==> src/rtl/core/bcm_pkg.sv <==
// shared types and constants of the battery cutoff monitor
`default_nettype none
package bcm_pkg;

	// sequencer states
	typedef enum logic [2:0] {
		ST_IDLE,
		ST_EMA_V,
		ST_EMA_A,
		ST_FILT_V,
		ST_FILT_A,
		ST_RAW_V,
		ST_RAW_A,
		ST_FINISH
	} seq_state_t;

	// configuration register indexes
	localparam logic [2:0] REG_SMOOTHING_K  = 3'd0;
	localparam logic [2:0] REG_VOLT_SCALE   = 3'd1;
	localparam logic [2:0] REG_AMP_SCALE    = 3'd2;
	localparam logic [2:0] REG_LOW_CUTOFF   = 3'd3;
	localparam logic [2:0] REG_HIGH_CUTOFF  = 3'd4;
	localparam logic [2:0] REG_CURR_FLOOR   = 3'd5;
	localparam logic [2:0] REG_HOLD_SECONDS = 3'd6;
	localparam logic [2:0] REG_START_MODE   = 3'd7;

	// run modes
	localparam logic [1:0] MODE_IDLE      = 2'd0;
	localparam logic [1:0] MODE_DISCHARGE = 2'd1;
	localparam logic [1:0] MODE_CHARGE    = 2'd2;
	localparam logic [1:0] MODE_INVALID   = 2'd3;

	// input command codes
	localparam logic CMD_SAMPLE = 1'b0;
	localparam logic CMD_START  = 1'b1;

	// register widths and result word layout
	localparam int CFG_IDX_W   = 3;
	localparam int CFG_DATA_W  = 20;
	localparam int SCALE_W     = 20;
	localparam int WEIGHT_W    = 16;
	localparam int MEAS_W      = 16;
	localparam int OUT_DATA_W  = 72;
	localparam int ROUND_SHIFT = 16;

	localparam logic [MEAS_W-1:0] MEAS_MAX = 16'hFFFF;

	// reset values of the configuration registers
	localparam logic [WEIGHT_W-1:0] RST_SMOOTHING_K  = 16'd2149;
	localparam logic [SCALE_W-1:0]  RST_VOLT_SCALE   = 20'd159890;
	localparam logic [SCALE_W-1:0]  RST_AMP_SCALE    = 20'd15027;
	localparam logic [MEAS_W-1:0]   RST_LOW_CUTOFF   = 16'd6000;
	localparam logic [MEAS_W-1:0]   RST_HIGH_CUTOFF  = 16'd8460;
	localparam logic [MEAS_W-1:0]   RST_CURR_FLOOR   = 16'd30;
	localparam logic [MEAS_W-1:0]   RST_HOLD_SECONDS = 16'd30;

endpackage
`default_nettype wire

==> src/rtl/core/battery_cutoff_monitor.sv <==
// filtered battery voltage and current monitor with end-of-run cutoff
// a sample word makes six passes through the one shared multiplier (two filter
// updates, four scalings), then a finish step; a start word only has the finish step
// no word is taken until the finish step is done; its result shows up the cycle after
// the finish step waits while a previous result is still held on the output
// arst_n clears the sequencer, the averages, the seeded flag and loads discharge mode
`default_nettype none
module battery_cutoff_monitor import bcm_pkg::*; #(
	parameter int SAMPLE_BITS = 12,
	parameter int FRAC_BITS = 16,
	localparam int IN_DATA_W = ((2 * SAMPLE_BITS + 32 + 7) / 8) * 8
) (
	input  wire logic                  clk,
	input  wire logic                  arst_n,
	// configuration write port
	input  wire logic                  cfg_we,
	input  wire logic [CFG_IDX_W-1:0]  cfg_index,
	input  wire logic [CFG_DATA_W-1:0] cfg_data,
	// input words
	input  wire logic                  s_tvalid,
	output logic                       s_tready,
	// voltage_code, current_code, elapsed_seconds
	input  wire logic [IN_DATA_W-1:0]  s_tdata,
	// command
	input  wire logic                  s_tuser,
	// result words
	output logic                       m_tvalid,
	input  wire logic                  m_tready,
	// filtered_mv, filtered_ma, raw_mv, raw_ma, source_on, run_mode
	output logic [OUT_DATA_W-1:0]      m_tdata,
	// cutoff_now
	output logic                       m_tlast
);

	localparam int AVG_W = SAMPLE_BITS + FRAC_BITS;
	localparam int OPA_W = AVG_W + 1;
	localparam int OPB_W = SCALE_W + 1;
	localparam int PROD_W = OPA_W + OPB_W;
	localparam int SCALE_SHIFT = FRAC_BITS + 16;
	localparam int PAD_W = OUT_DATA_W - 4 * MEAS_W - 3;

	// configuration registers
	logic [WEIGHT_W-1:0] smoothing_k_q;
	logic [SCALE_W-1:0]  volt_scale_q;
	logic [SCALE_W-1:0]  amp_scale_q;
	logic [MEAS_W-1:0]   low_cutoff_q;
	logic [MEAS_W-1:0]   high_cutoff_q;
	logic [MEAS_W-1:0]   curr_floor_q;
	logic [MEAS_W-1:0]   hold_seconds_q;
	logic [1:0]          start_mode_q;

	// captured input word
	logic                   cmd_q;
	logic [SAMPLE_BITS-1:0] vcode_q;
	logic [SAMPLE_BITS-1:0] acode_q;
	logic [31:0]            elapsed_q;

	// state
	seq_state_t         state_q, state_d;
	logic [AVG_W-1:0]   avg_v_q;
	logic [AVG_W-1:0]   avg_a_q;
	logic               seeded_q;
	logic [1:0]         mode_q;
	logic [PROD_W-1:0]  prod_q;
	logic [MEAS_W-1:0]  fmv_q;
	logic [MEAS_W-1:0]  fma_q;
	logic [MEAS_W-1:0]  rmv_q;

	// output register
	logic                  out_valid_q;
	logic [OUT_DATA_W-1:0] out_data_q;
	logic                  out_last_q;

	// control from the output decode
	logic                    in_fire;
	logic                    fin_go;
	logic signed [OPA_W-1:0] op_a;
	logic signed [OPB_W-1:0] op_b;

	// derived values
	logic [AVG_W-1:0]         vx;
	logic [AVG_W-1:0]         ax;
	logic signed [PROD_W-1:0] mul_out;
	logic signed [PROD_W-1:0] rnd_sum;
	logic signed [PROD_W-1:0] rnd_shift;
	logic [AVG_W:0]           ema_new;
	logic [PROD_W-1:0]        scaled;
	logic [MEAS_W-1:0]        sat_val;
	logic [1:0]               start_load;
	logic                     cut_hit;

	assign vx = {vcode_q, {FRAC_BITS{1'b0}}};
	assign ax = {acode_q, {FRAC_BITS{1'b0}}};
	assign in_fire = s_tvalid & s_tready;

	// configuration writes
	always_ff @(posedge clk or negedge arst_n) begin
		if (!arst_n) begin
			smoothing_k_q  <= RST_SMOOTHING_K;
			volt_scale_q   <= RST_VOLT_SCALE;
			amp_scale_q    <= RST_AMP_SCALE;
			low_cutoff_q   <= RST_LOW_CUTOFF;
			high_cutoff_q  <= RST_HIGH_CUTOFF;
			curr_floor_q   <= RST_CURR_FLOOR;
			hold_seconds_q <= RST_HOLD_SECONDS;
			start_mode_q   <= MODE_DISCHARGE;
		end else if (cfg_we) begin
			case (cfg_index)
				REG_SMOOTHING_K:  smoothing_k_q  <= cfg_data[WEIGHT_W-1:0];
				REG_VOLT_SCALE:   volt_scale_q   <= cfg_data[SCALE_W-1:0];
				REG_AMP_SCALE:    amp_scale_q    <= cfg_data[SCALE_W-1:0];
				REG_LOW_CUTOFF:   low_cutoff_q   <= cfg_data[MEAS_W-1:0];
				REG_HIGH_CUTOFF:  high_cutoff_q  <= cfg_data[MEAS_W-1:0];
				REG_CURR_FLOOR:   curr_floor_q   <= cfg_data[MEAS_W-1:0];
				REG_HOLD_SECONDS: hold_seconds_q <= cfg_data[MEAS_W-1:0];
				REG_START_MODE:   start_mode_q   <= cfg_data[1:0];
				default: ;
			endcase
		end
	end

	// next state
	always_comb begin
		state_d = state_q;
		case (state_q)
			ST_IDLE: begin
				if (in_fire) begin
					state_d = (s_tuser == CMD_START) ? ST_FINISH : ST_EMA_V;
				end
			end
			ST_EMA_V:  state_d = ST_EMA_A;
			ST_EMA_A:  state_d = ST_FILT_V;
			ST_FILT_V: state_d = ST_FILT_A;
			ST_FILT_A: state_d = ST_RAW_V;
			ST_RAW_V:  state_d = ST_RAW_A;
			ST_RAW_A:  state_d = ST_FINISH;
			ST_FINISH: begin
				if (fin_go) begin
					state_d = ST_IDLE;
				end
			end
			default: state_d = ST_IDLE;
		endcase
	end

	// state outputs: handshake and multiplier operand select
	always_comb begin
		s_tready = 1'b0;
		fin_go = 1'b0;
		op_a = '0;
		op_b = '0;
		case (state_q)
			ST_IDLE: s_tready = 1'b1;
			ST_EMA_V: begin
				op_a = $signed({1'b0, vx}) - $signed({1'b0, avg_v_q});
				op_b = $signed(OPB_W'(smoothing_k_q));
			end
			ST_EMA_A: begin
				op_a = $signed({1'b0, ax}) - $signed({1'b0, avg_a_q});
				op_b = $signed(OPB_W'(smoothing_k_q));
			end
			ST_FILT_V: begin
				op_a = $signed({1'b0, avg_v_q});
				op_b = $signed({1'b0, volt_scale_q});
			end
			ST_FILT_A: begin
				op_a = $signed({1'b0, avg_a_q});
				op_b = $signed({1'b0, amp_scale_q});
			end
			ST_RAW_V: begin
				op_a = $signed({1'b0, vx});
				op_b = $signed({1'b0, volt_scale_q});
			end
			ST_RAW_A: begin
				op_a = $signed({1'b0, ax});
				op_b = $signed({1'b0, amp_scale_q});
			end
			ST_FINISH: fin_go = !out_valid_q || m_tready;
			default: ;
		endcase
	end

	// shared signed multiplier at full product width
	assign mul_out = op_a * op_b;

	// rounded filter step: avg + ((x - avg) * k + half) >>> 16
	assign rnd_sum = $signed(prod_q) + $signed(PROD_W'(1 << (ROUND_SHIFT - 1)));
	assign rnd_shift = rnd_sum >>> ROUND_SHIFT;

	always_comb begin
		ema_new = '0;
		case (state_q)
			ST_EMA_A:  ema_new = {1'b0, avg_v_q} + rnd_shift[AVG_W:0];
			ST_FILT_V: ema_new = {1'b0, avg_a_q} + rnd_shift[AVG_W:0];
			default: ;
		endcase
	end

	// scaled product, saturated to the measurement range
	assign scaled = prod_q >> SCALE_SHIFT;
	assign sat_val = (scaled > PROD_W'(MEAS_MAX)) ? MEAS_MAX : scaled[MEAS_W-1:0];

	// cutoff test and start mode decode
	assign start_load = (start_mode_q == MODE_INVALID) ? MODE_IDLE : start_mode_q;
	assign cut_hit = (mode_q != MODE_IDLE) && (elapsed_q >= 32'(hold_seconds_q)) &&
		(((mode_q == MODE_DISCHARGE) && (fmv_q < low_cutoff_q)) ||
		 ((mode_q == MODE_CHARGE) && (fmv_q > high_cutoff_q)));

	// sequencer and control state
	always_ff @(posedge clk or negedge arst_n) begin
		if (!arst_n) begin
			state_q <= ST_IDLE;
			avg_v_q <= '0;
			avg_a_q <= '0;
			seeded_q <= 1'b0;
			mode_q <= MODE_DISCHARGE;
			out_valid_q <= 1'b0;
		end else begin
			state_q <= state_d;
			if (state_q == ST_EMA_A) begin
				avg_v_q <= seeded_q ? ema_new[AVG_W-1:0] : vx;
			end
			if (state_q == ST_FILT_V) begin
				avg_a_q <= seeded_q ? ema_new[AVG_W-1:0] : ax;
			end
			if (fin_go) begin
				out_valid_q <= 1'b1;
				if (cmd_q == CMD_START) begin
					mode_q <= start_load;
					seeded_q <= 1'b0;
				end else begin
					seeded_q <= 1'b1;
					if (cut_hit) begin
						mode_q <= MODE_IDLE;
					end
				end
			end else if (m_tready) begin
				out_valid_q <= 1'b0;
			end
		end
	end

	// payload: captured word, shared multiplier, scaled fields, result word
	always_ff @(posedge clk) begin
		if (in_fire) begin
			cmd_q <= s_tuser;
			vcode_q <= s_tdata[SAMPLE_BITS-1:0];
			acode_q <= s_tdata[2*SAMPLE_BITS-1:SAMPLE_BITS];
			elapsed_q <= s_tdata[2*SAMPLE_BITS+31:2*SAMPLE_BITS];
		end
		// product of the last pass is held while the finish step waits
		if (state_q != ST_FINISH) begin
			prod_q <= mul_out;
		end
		case (state_q)
			ST_FILT_A: fmv_q <= sat_val;
			ST_RAW_V:  fma_q <= (sat_val < curr_floor_q) ? '0 : sat_val;
			ST_RAW_A:  rmv_q <= sat_val;
			default: ;
		endcase
		if (fin_go) begin
			if (cmd_q == CMD_START) begin
				out_data_q <= {{PAD_W{1'b0}}, start_load, (start_load != MODE_IDLE),
					{(4 * MEAS_W){1'b0}}};
				out_last_q <= 1'b0;
			end else begin
				out_data_q <= {{PAD_W{1'b0}}, (cut_hit ? MODE_IDLE : mode_q),
					(!cut_hit && (mode_q != MODE_IDLE)), sat_val, rmv_q, fma_q, fmv_q};
				out_last_q <= cut_hit;
			end
		end
	end

	assign m_tvalid = out_valid_q;
	assign m_tdata = out_data_q;
	assign m_tlast = out_last_q;

endmodule
`default_nettype wire

==> config.mk <==
export PLATFORM = sky130hd
export DESIGN_NAME = battery_cutoff_monitor
export DESIGN_NICKNAME = d
export VERILOG_FILES = /design/src/rtl/core/bcm_pkg.sv /design/src/rtl/core/battery_cutoff_monitor.sv
export SDC_FILE = /design/constraint.sdc
export NUM_CORES = 2
export LEC_CHECK = 0
export BUFFER_PORTS_ARGS = -buffer_cell sky130_fd_sc_hd__clkbuf_2
export CAP_MARGIN = 5
export CORE_ASPECT_RATIO = 0.9
export CORE_MARGIN = 2
export CORE_UTILIZATION = 25
export CTS_CLUSTER_DIAMETER = 200
export DETAILED_ROUTE_END_ITERATION = 6
export GPL_ROUTABILITY_DRIVEN = 0
export MAX_ROUTING_LAYER = met4
export SYNTH_ARGS = -nofsm -noshare
export SYNTH_HDL_FRONTEND = slang
export SYNTH_SLANG_ARGS = --single-unit
==> constraint.sdc <==
create_clock -name clk -period 25.4 [get_ports clk]
set_clock_uncertainty 0.15 [all_clocks]
set_input_delay 1.27 -clock clk [delete_from_list [all_inputs] [get_ports clk]]
set_output_delay 1.27 -clock clk [all_outputs]
set_load 0.05 [all_outputs]
== Word-level counts from Yosys, hierarchy flattened ==
Cells that the tools add are included.
Word-level totals
  bits in registers: 413
  bits in latches: 0
  bits in writable memories: 0
  memory bits (read-only): 0
  bits of input ports: 85
  memories: 0
Cells by class
  add/sub/neg operators: 5
  multipliers: 1
  divide/modulo/power cells: 0
  magnitude comparators: 5
  eq/ne operators: 20
  shift-type cells: 0
  mux-type cells: 19
  bitwise gates (word level): 1
  reduce and logical (&&, ||, !) cells: 26
Operators with widths (count)
  $pmux 29 s6: 1
  $mux 28: 3
  $mux 67: 1
  $pmux 20 s3: 1
  $sub 28x28->29: 2
  $add 28x28->28: 2
  $mul 29x21->50: 1
  $add 44x17->44 const B: 1
  $ge 32x16->1: 1
  $lt 16x16->1: 2
  $eq 3x3->1 const B: 8
  $pmux 3 s8: 1
  $gt 18x16->1 const B: 1
  $reduce_and 2->1: 9
  $gt 16x16->1: 1
  $mux 16: 1
  $eq 3x2->1 const B: 4
  $mux 3: 3
  $eq 3x1->1 const B: 2
  $logic_not 3->1: 2
  $mux 2: 3
  $reduce_bool 2->1: 3
  $reduce_or 2->1: 3
  $logic_and 1x1->1: 5
  8 further kinds: 16

== Longest topological paths before layout ==
  word-level depth: 7
  gate-level depth with buffers: 38

== Worst setup path after synthesis ==
No wires, ideal clock.
  path type: flip-flop to flip-flop
  start: register avg_a_q[2]
  end: register prod_q[42], data pin
  setup time: 0.263 ns
  arrival time: 9.586 ns
  required time: 24.987 ns
  setup slack: 15.401 ns
  cell stages (with the launch flop): 37
  path buffers: 2
  cell sequence: dfrtp_1 -> buf_6 -> or3_4 -> or3_4 -> or3_4 -> or3_4 -> or3_4 -> or3_4 -> o41ai_2 -> a22oi_2 -> o22ai_4 -> buf_6 -> nand2_2 -> fa_1 -> inv_1 -> fa_1 -> inv_1 -> fa_1 -> fa_1 -> inv_1 -> fa_1 -> fa_1 -> inv_1 -> fa_1 -> inv_1 -> ha_1 -> a21o_1 -> a21o_1 -> a221oi_1 -> o21ai_0 -> a21o_1 -> a21oi_1 -> o21ai_1 -> a21oi_1 -> o21ai_0 -> a41oi_1 -> xnor2_1
Between the ends
  longest elaborated chain between the ends: 3
Ends and longest elaborated chain
  start, declared: RTL line battery_cutoff_monitor.sv:61  | logic [AVG_W-1:0] avg_a_q;
  start signal, assigned: RTL line battery_cutoff_monitor.sv:224  | avg_a_q <= seeded_q ? ema_new[AVG_W-1:0] : ax;
  $sub 28x28->29: RTL line battery_cutoff_monitor.sv:159  | op_a = $signed({1'b0, ax}) - $signed({1'b0, avg_a_q});
  $pmux 29 s6 *: RTL line battery_cutoff_monitor.sv:152  | case (state_q)
  $mul 29x21->50 *: RTL line battery_cutoff_monitor.sv:184  | assign mul_out = op_a * op_b;
  via mul_out[42]: RTL line battery_cutoff_monitor.sv:83  | logic signed [PROD_W-1:0] mul_out;
  end signal, assigned: RTL line battery_cutoff_monitor.sv:253  | prod_q <= mul_out;
  end, declared: RTL line battery_cutoff_monitor.sv:64  | logic [PROD_W-1:0] prod_q;
Mark *: on every way through the listed nets, which the timed path passes. The rest lies on a longest branch.
A chain may end at the register's enable or synchronous reset.

== Final worst setup path ==
Same ends and word-level chain as after synthesis.

==> impl_metrics.sql <==
INSERT INTO impl_metrics (metric_group, metric, value, unit) VALUES
('sta', 'finalWorstPathRequiredPeriod', '11220', 'ps'),
('clock_network', 'cts.repair.resized', '0', ''),
('logic_synthesis', 'avgSynthCellArea', '9.88', 'sq um'),
('hold_path', 'min_delay_worst_endpoint', 'avg_v_q[22]', ''),
('sta', 'setup_total_negative_slack', '0', 'ps'),
('worst_setup_path', 'r2r_cells', '36', ''),
('clock_network', 'cts.reportedPaths.clkPinSlew', '60', 'ps'),
('logic_synthesis', 'synth_fa_ha_area_share', '36.2', '%'),
('sta', 'report.final.slew_viol_count', '0', ''),
('sta', 'layout_worst_path_cycle_share', '44.2', '%'),
('global_routing', 'grt_use_total', '14.7', '%'),
('worst_setup_path', 'path_delay_family', 'adder cells', ''),
('logic_synthesis', 'synth_top_cells_by_count', 'sky130_fd_sc_hd__inv_1, sky130_fd_sc_hd__nand2_1, sky130_fd_sc_hd__fa_1', ''),
('worst_setup_path', 'r2r_start', 'avg_a_q[2]', ''),
('clock_network', 'clk_path_buf_depth', '3', ''),
('sta', 'hold-worst-slack', '322', 'ps'),
('placed_design', 'placed_cell_area', '43900', 'sq um'),
('logic_synthesis', 'area_share_of_the_largest_cell_type_after_synthesis', '28.7', '%'),
('logic_synthesis', 'synth_sequential_area_ratio', '27.0', '%'),
('worst_setup_path', 'worst_r2r_endpoint', 'prod_q[42]', ''),
('route', 'vias_per_cell', '4.65', ''),
('logic_synthesis', 'synth-warning-count', '0', ''),
('logic_synthesis', 'compound_cell_area_share_of_the_yosys_netlist', '8.78', '%'),
('worst_setup_path', 'endpoint_kind_of_the_worst_setup_timing_path', 'flop', ''),
('die', 'core_ar', '162000', 'sq um'),
('logic_synthesis', 'synth-edff-count', '208', ''),
('logic_synthesis', 'yosys_register_bits', '393', ''),
('die', 'start_util', '25.1', '%'),
('final_layout', 'layout-drive-gt1-share', '12.4', '%'),
('hold_path', 'hold-path-cell-count', '2', ''),
('logic_synthesis', 'asyncSetResetFlopFracSynth', '47.1', '%'),
('clock_network', 'cts_htree_levels', '2', ''),
('status', 'status', 'finished clean', ''),
('sta', 'worst_slew_pin_tran', '1350', 'ps'),
('route', 'drc', '0', ''),
('die', 'chipWidth', '429', 'microns'),
('final_layout', 'final_area', '45500', 'sq um'),
('die', 'io_pins', '160', ''),
('clock_network', 'ctsHoldBuffers', '0', ''),
('route', 'dr.pass1.iters', '6', ''),
('global_routing', 'antenna_found_initial', '8', ''),
('route', 'routed_wl', '118000', 'microns'),
('route', 'routed-via-count', '29700', ''),
('logic_synthesis', 'synth_area', '40500', 'sq um'),
('logic_synthesis', 'postSynthCellCount', '4106', ''),
('logic_synthesis', 'post_synth_xor_area_fraction', '2.94', '%'),
('sta', 'hold_viol', '0', ''),
('logic_synthesis', 'leading_cell_types_by_total_area_after_synthesis', 'sky130_fd_sc_hd__fa_1, sky130_fd_sc_hd__edfxtp_1, sky130_fd_sc_hd__dfrtp_1', ''),
('sta', 'rsz_0062_raised_after_global_routing', 'no', ''),
('hold_path', 'min_from', 'avg_v_q[22]', ''),
('logic_synthesis', 'yosysMostFrequentCell', 'sky130_fd_sc_hd__inv_1', ''),
('clock_network', 'tritoncts.num_buffers', '44', ''),
('die', 'die-area', '165000', 'sq um'),
('logic_synthesis', 'synthSimpleGateAreaFrac', '13.1', '%'),
('global_routing', 'grt.overflow.total', '0', ''),
('global_routing', 'grt_pass1_vias', '30400', ''),
('sta', 'setup_failing_eps_final', '0', ''),
('flow_run', 'max_cap_violations', '0', ''),
('clock_network', 'tritoncts', 'built', ''),
('hold_path', 'worstHoldPathType', 'flop to flop', ''),
('clock_network', 'later_pin_clock_latency_in_the_skew_report', '600', 'ps'),
('die', 'die_y', '386', 'microns'),
('worst_setup_path', 'worst-path-buf-inv', '7', ''),
('logic_synthesis', 'synth_top_family_by_area', 'adder cells', ''),
('global_routing', 'largest_net_degree_at_the_start_of_global_routing', '75', ''),
('logic_synthesis', 'yosysTopAreaCell', 'sky130_fd_sc_hd__fa_1', ''),
('clock_network', 'clockRootBuffer', 'sky130_fd_sc_hd__clkbuf_16', ''),
('route', 'final_antenna_net_count', '0', ''),
('final_layout', 'fill_cells', '16900', ''),
('final_layout', 'finish.net_count', '5115', ''),
('die', 'core.rowCount', '140', '');
-- cell type report --
type | instances | area, sq um | share of cell area [%]
Tap cell | 2130 | 2670 | 5.86
Sequential cell | 393 | 10900 | 24.0
Multi-Input combinational cell | 2837 | 26400 | 58.0
Antenna cell | 4 | 10.0 | 0.0220
Timing Repair Buffer | 221 | 1280 | 2.82
Clock inverter | 30 | 398 | 0.875
Clock buffer | 52 | 1140 | 2.51
Inverter | 708 | 2660 | 5.84
-- cells by family after synthesis --
| logic type | count (synthesis) |
|---|---|
| compound gates | 556 |
| buf+inv | 887 |
| mux | 126 |
| other cells | 2 |
| fa+ha+maj | 825 |
| simple gates | 1181 |
| flops | 393 |
| xor+xnor | 136 |
-- tightest hold or removal path, delay by kind of cell, from the launching register on --
kind	cells	cell delay, ps
AO/OA/AOI/OAI	1	50
AND/OR/NAND/NOR	1	50
flip-flops	1	340
-- layer usage --
metal / GRT usage [%] / vias to the layer above / share of wire, %
li1: - / 13300 / -
met1: 20.3 / 15200 / 45
met2: 22.4 / 1090 / 45
met3: 2.08 / 151 / 7.5
met4: 4.12 / 0 / 2.7
met5: - / - / 0
-- worst max-delay path by stage --
stage / startpoint / endpoint / slack (ps) / cells after the start
2_1_floorplan: avg_a_q[2] / prod_q[42] / 15400 / 36
3_3_place_gp: avg_a_q[2] / prod_q[42] / 14320 / 36
3_5_place_dp: avg_a_q[2] / prod_q[42] / 14250 / 36
4_1_cts: avg_a_q[2] / prod_q[42] / 14230 / 36
5_1_grt: avg_a_q[2] / prod_q[42] / 13630 / 36
6_report: avg_a_q[2] / prod_q[42] / 14180 / 36
-- layout by cell type (no fill, tap or decap), types with 108 or more instances in the layout --
cell                         n
sky130_fd_sc_hd__inv_1     704
sky130_fd_sc_hd__nand2_1   627
sky130_fd_sc_hd__fa_1      581
sky130_fd_sc_hd__ha_1      244
sky130_fd_sc_hd__edfxtp_1  208
sky130_fd_sc_hd__nor2_1    202
sky130_fd_sc_hd__o21ai_0   157
sky130_fd_sc_hd__clkbuf_2  153
sky130_fd_sc_hd__dfrtp_1   140
sky130_fd_sc_hd__a21oi_1   114
sky130_fd_sc_hd__mux2_2    108
-- metrics by stage --
stage	std cells	worst slack, ps
after floorplan	4117	15400
after global placement	6289	14320
after detailed placement	6289	14250
after CTS	6371	14230
after global routing	6375	13630
final	6375	14180
-- flip-flops by register name, indices dropped and copies added (netlist names), 3 cells and up --
register	count
low_cutoff_q	16
vcode_q	12
curr_floor_q	16
fmv_q	16
avg_a_q	28
smoothing_k_q	16
fma_q	16
amp_scale_q	20
volt_scale_q	20
state_q	3
prod_q	35
acode_q	12
elapsed_q	32
high_cutoff_q	16
avg_v_q	28
m_tdata	67
rmv_q	16
hold_seconds_q	16
Power is not shown: default switching activity piles up to over one toggle a cycle in this logic, so the estimate is an artifact.
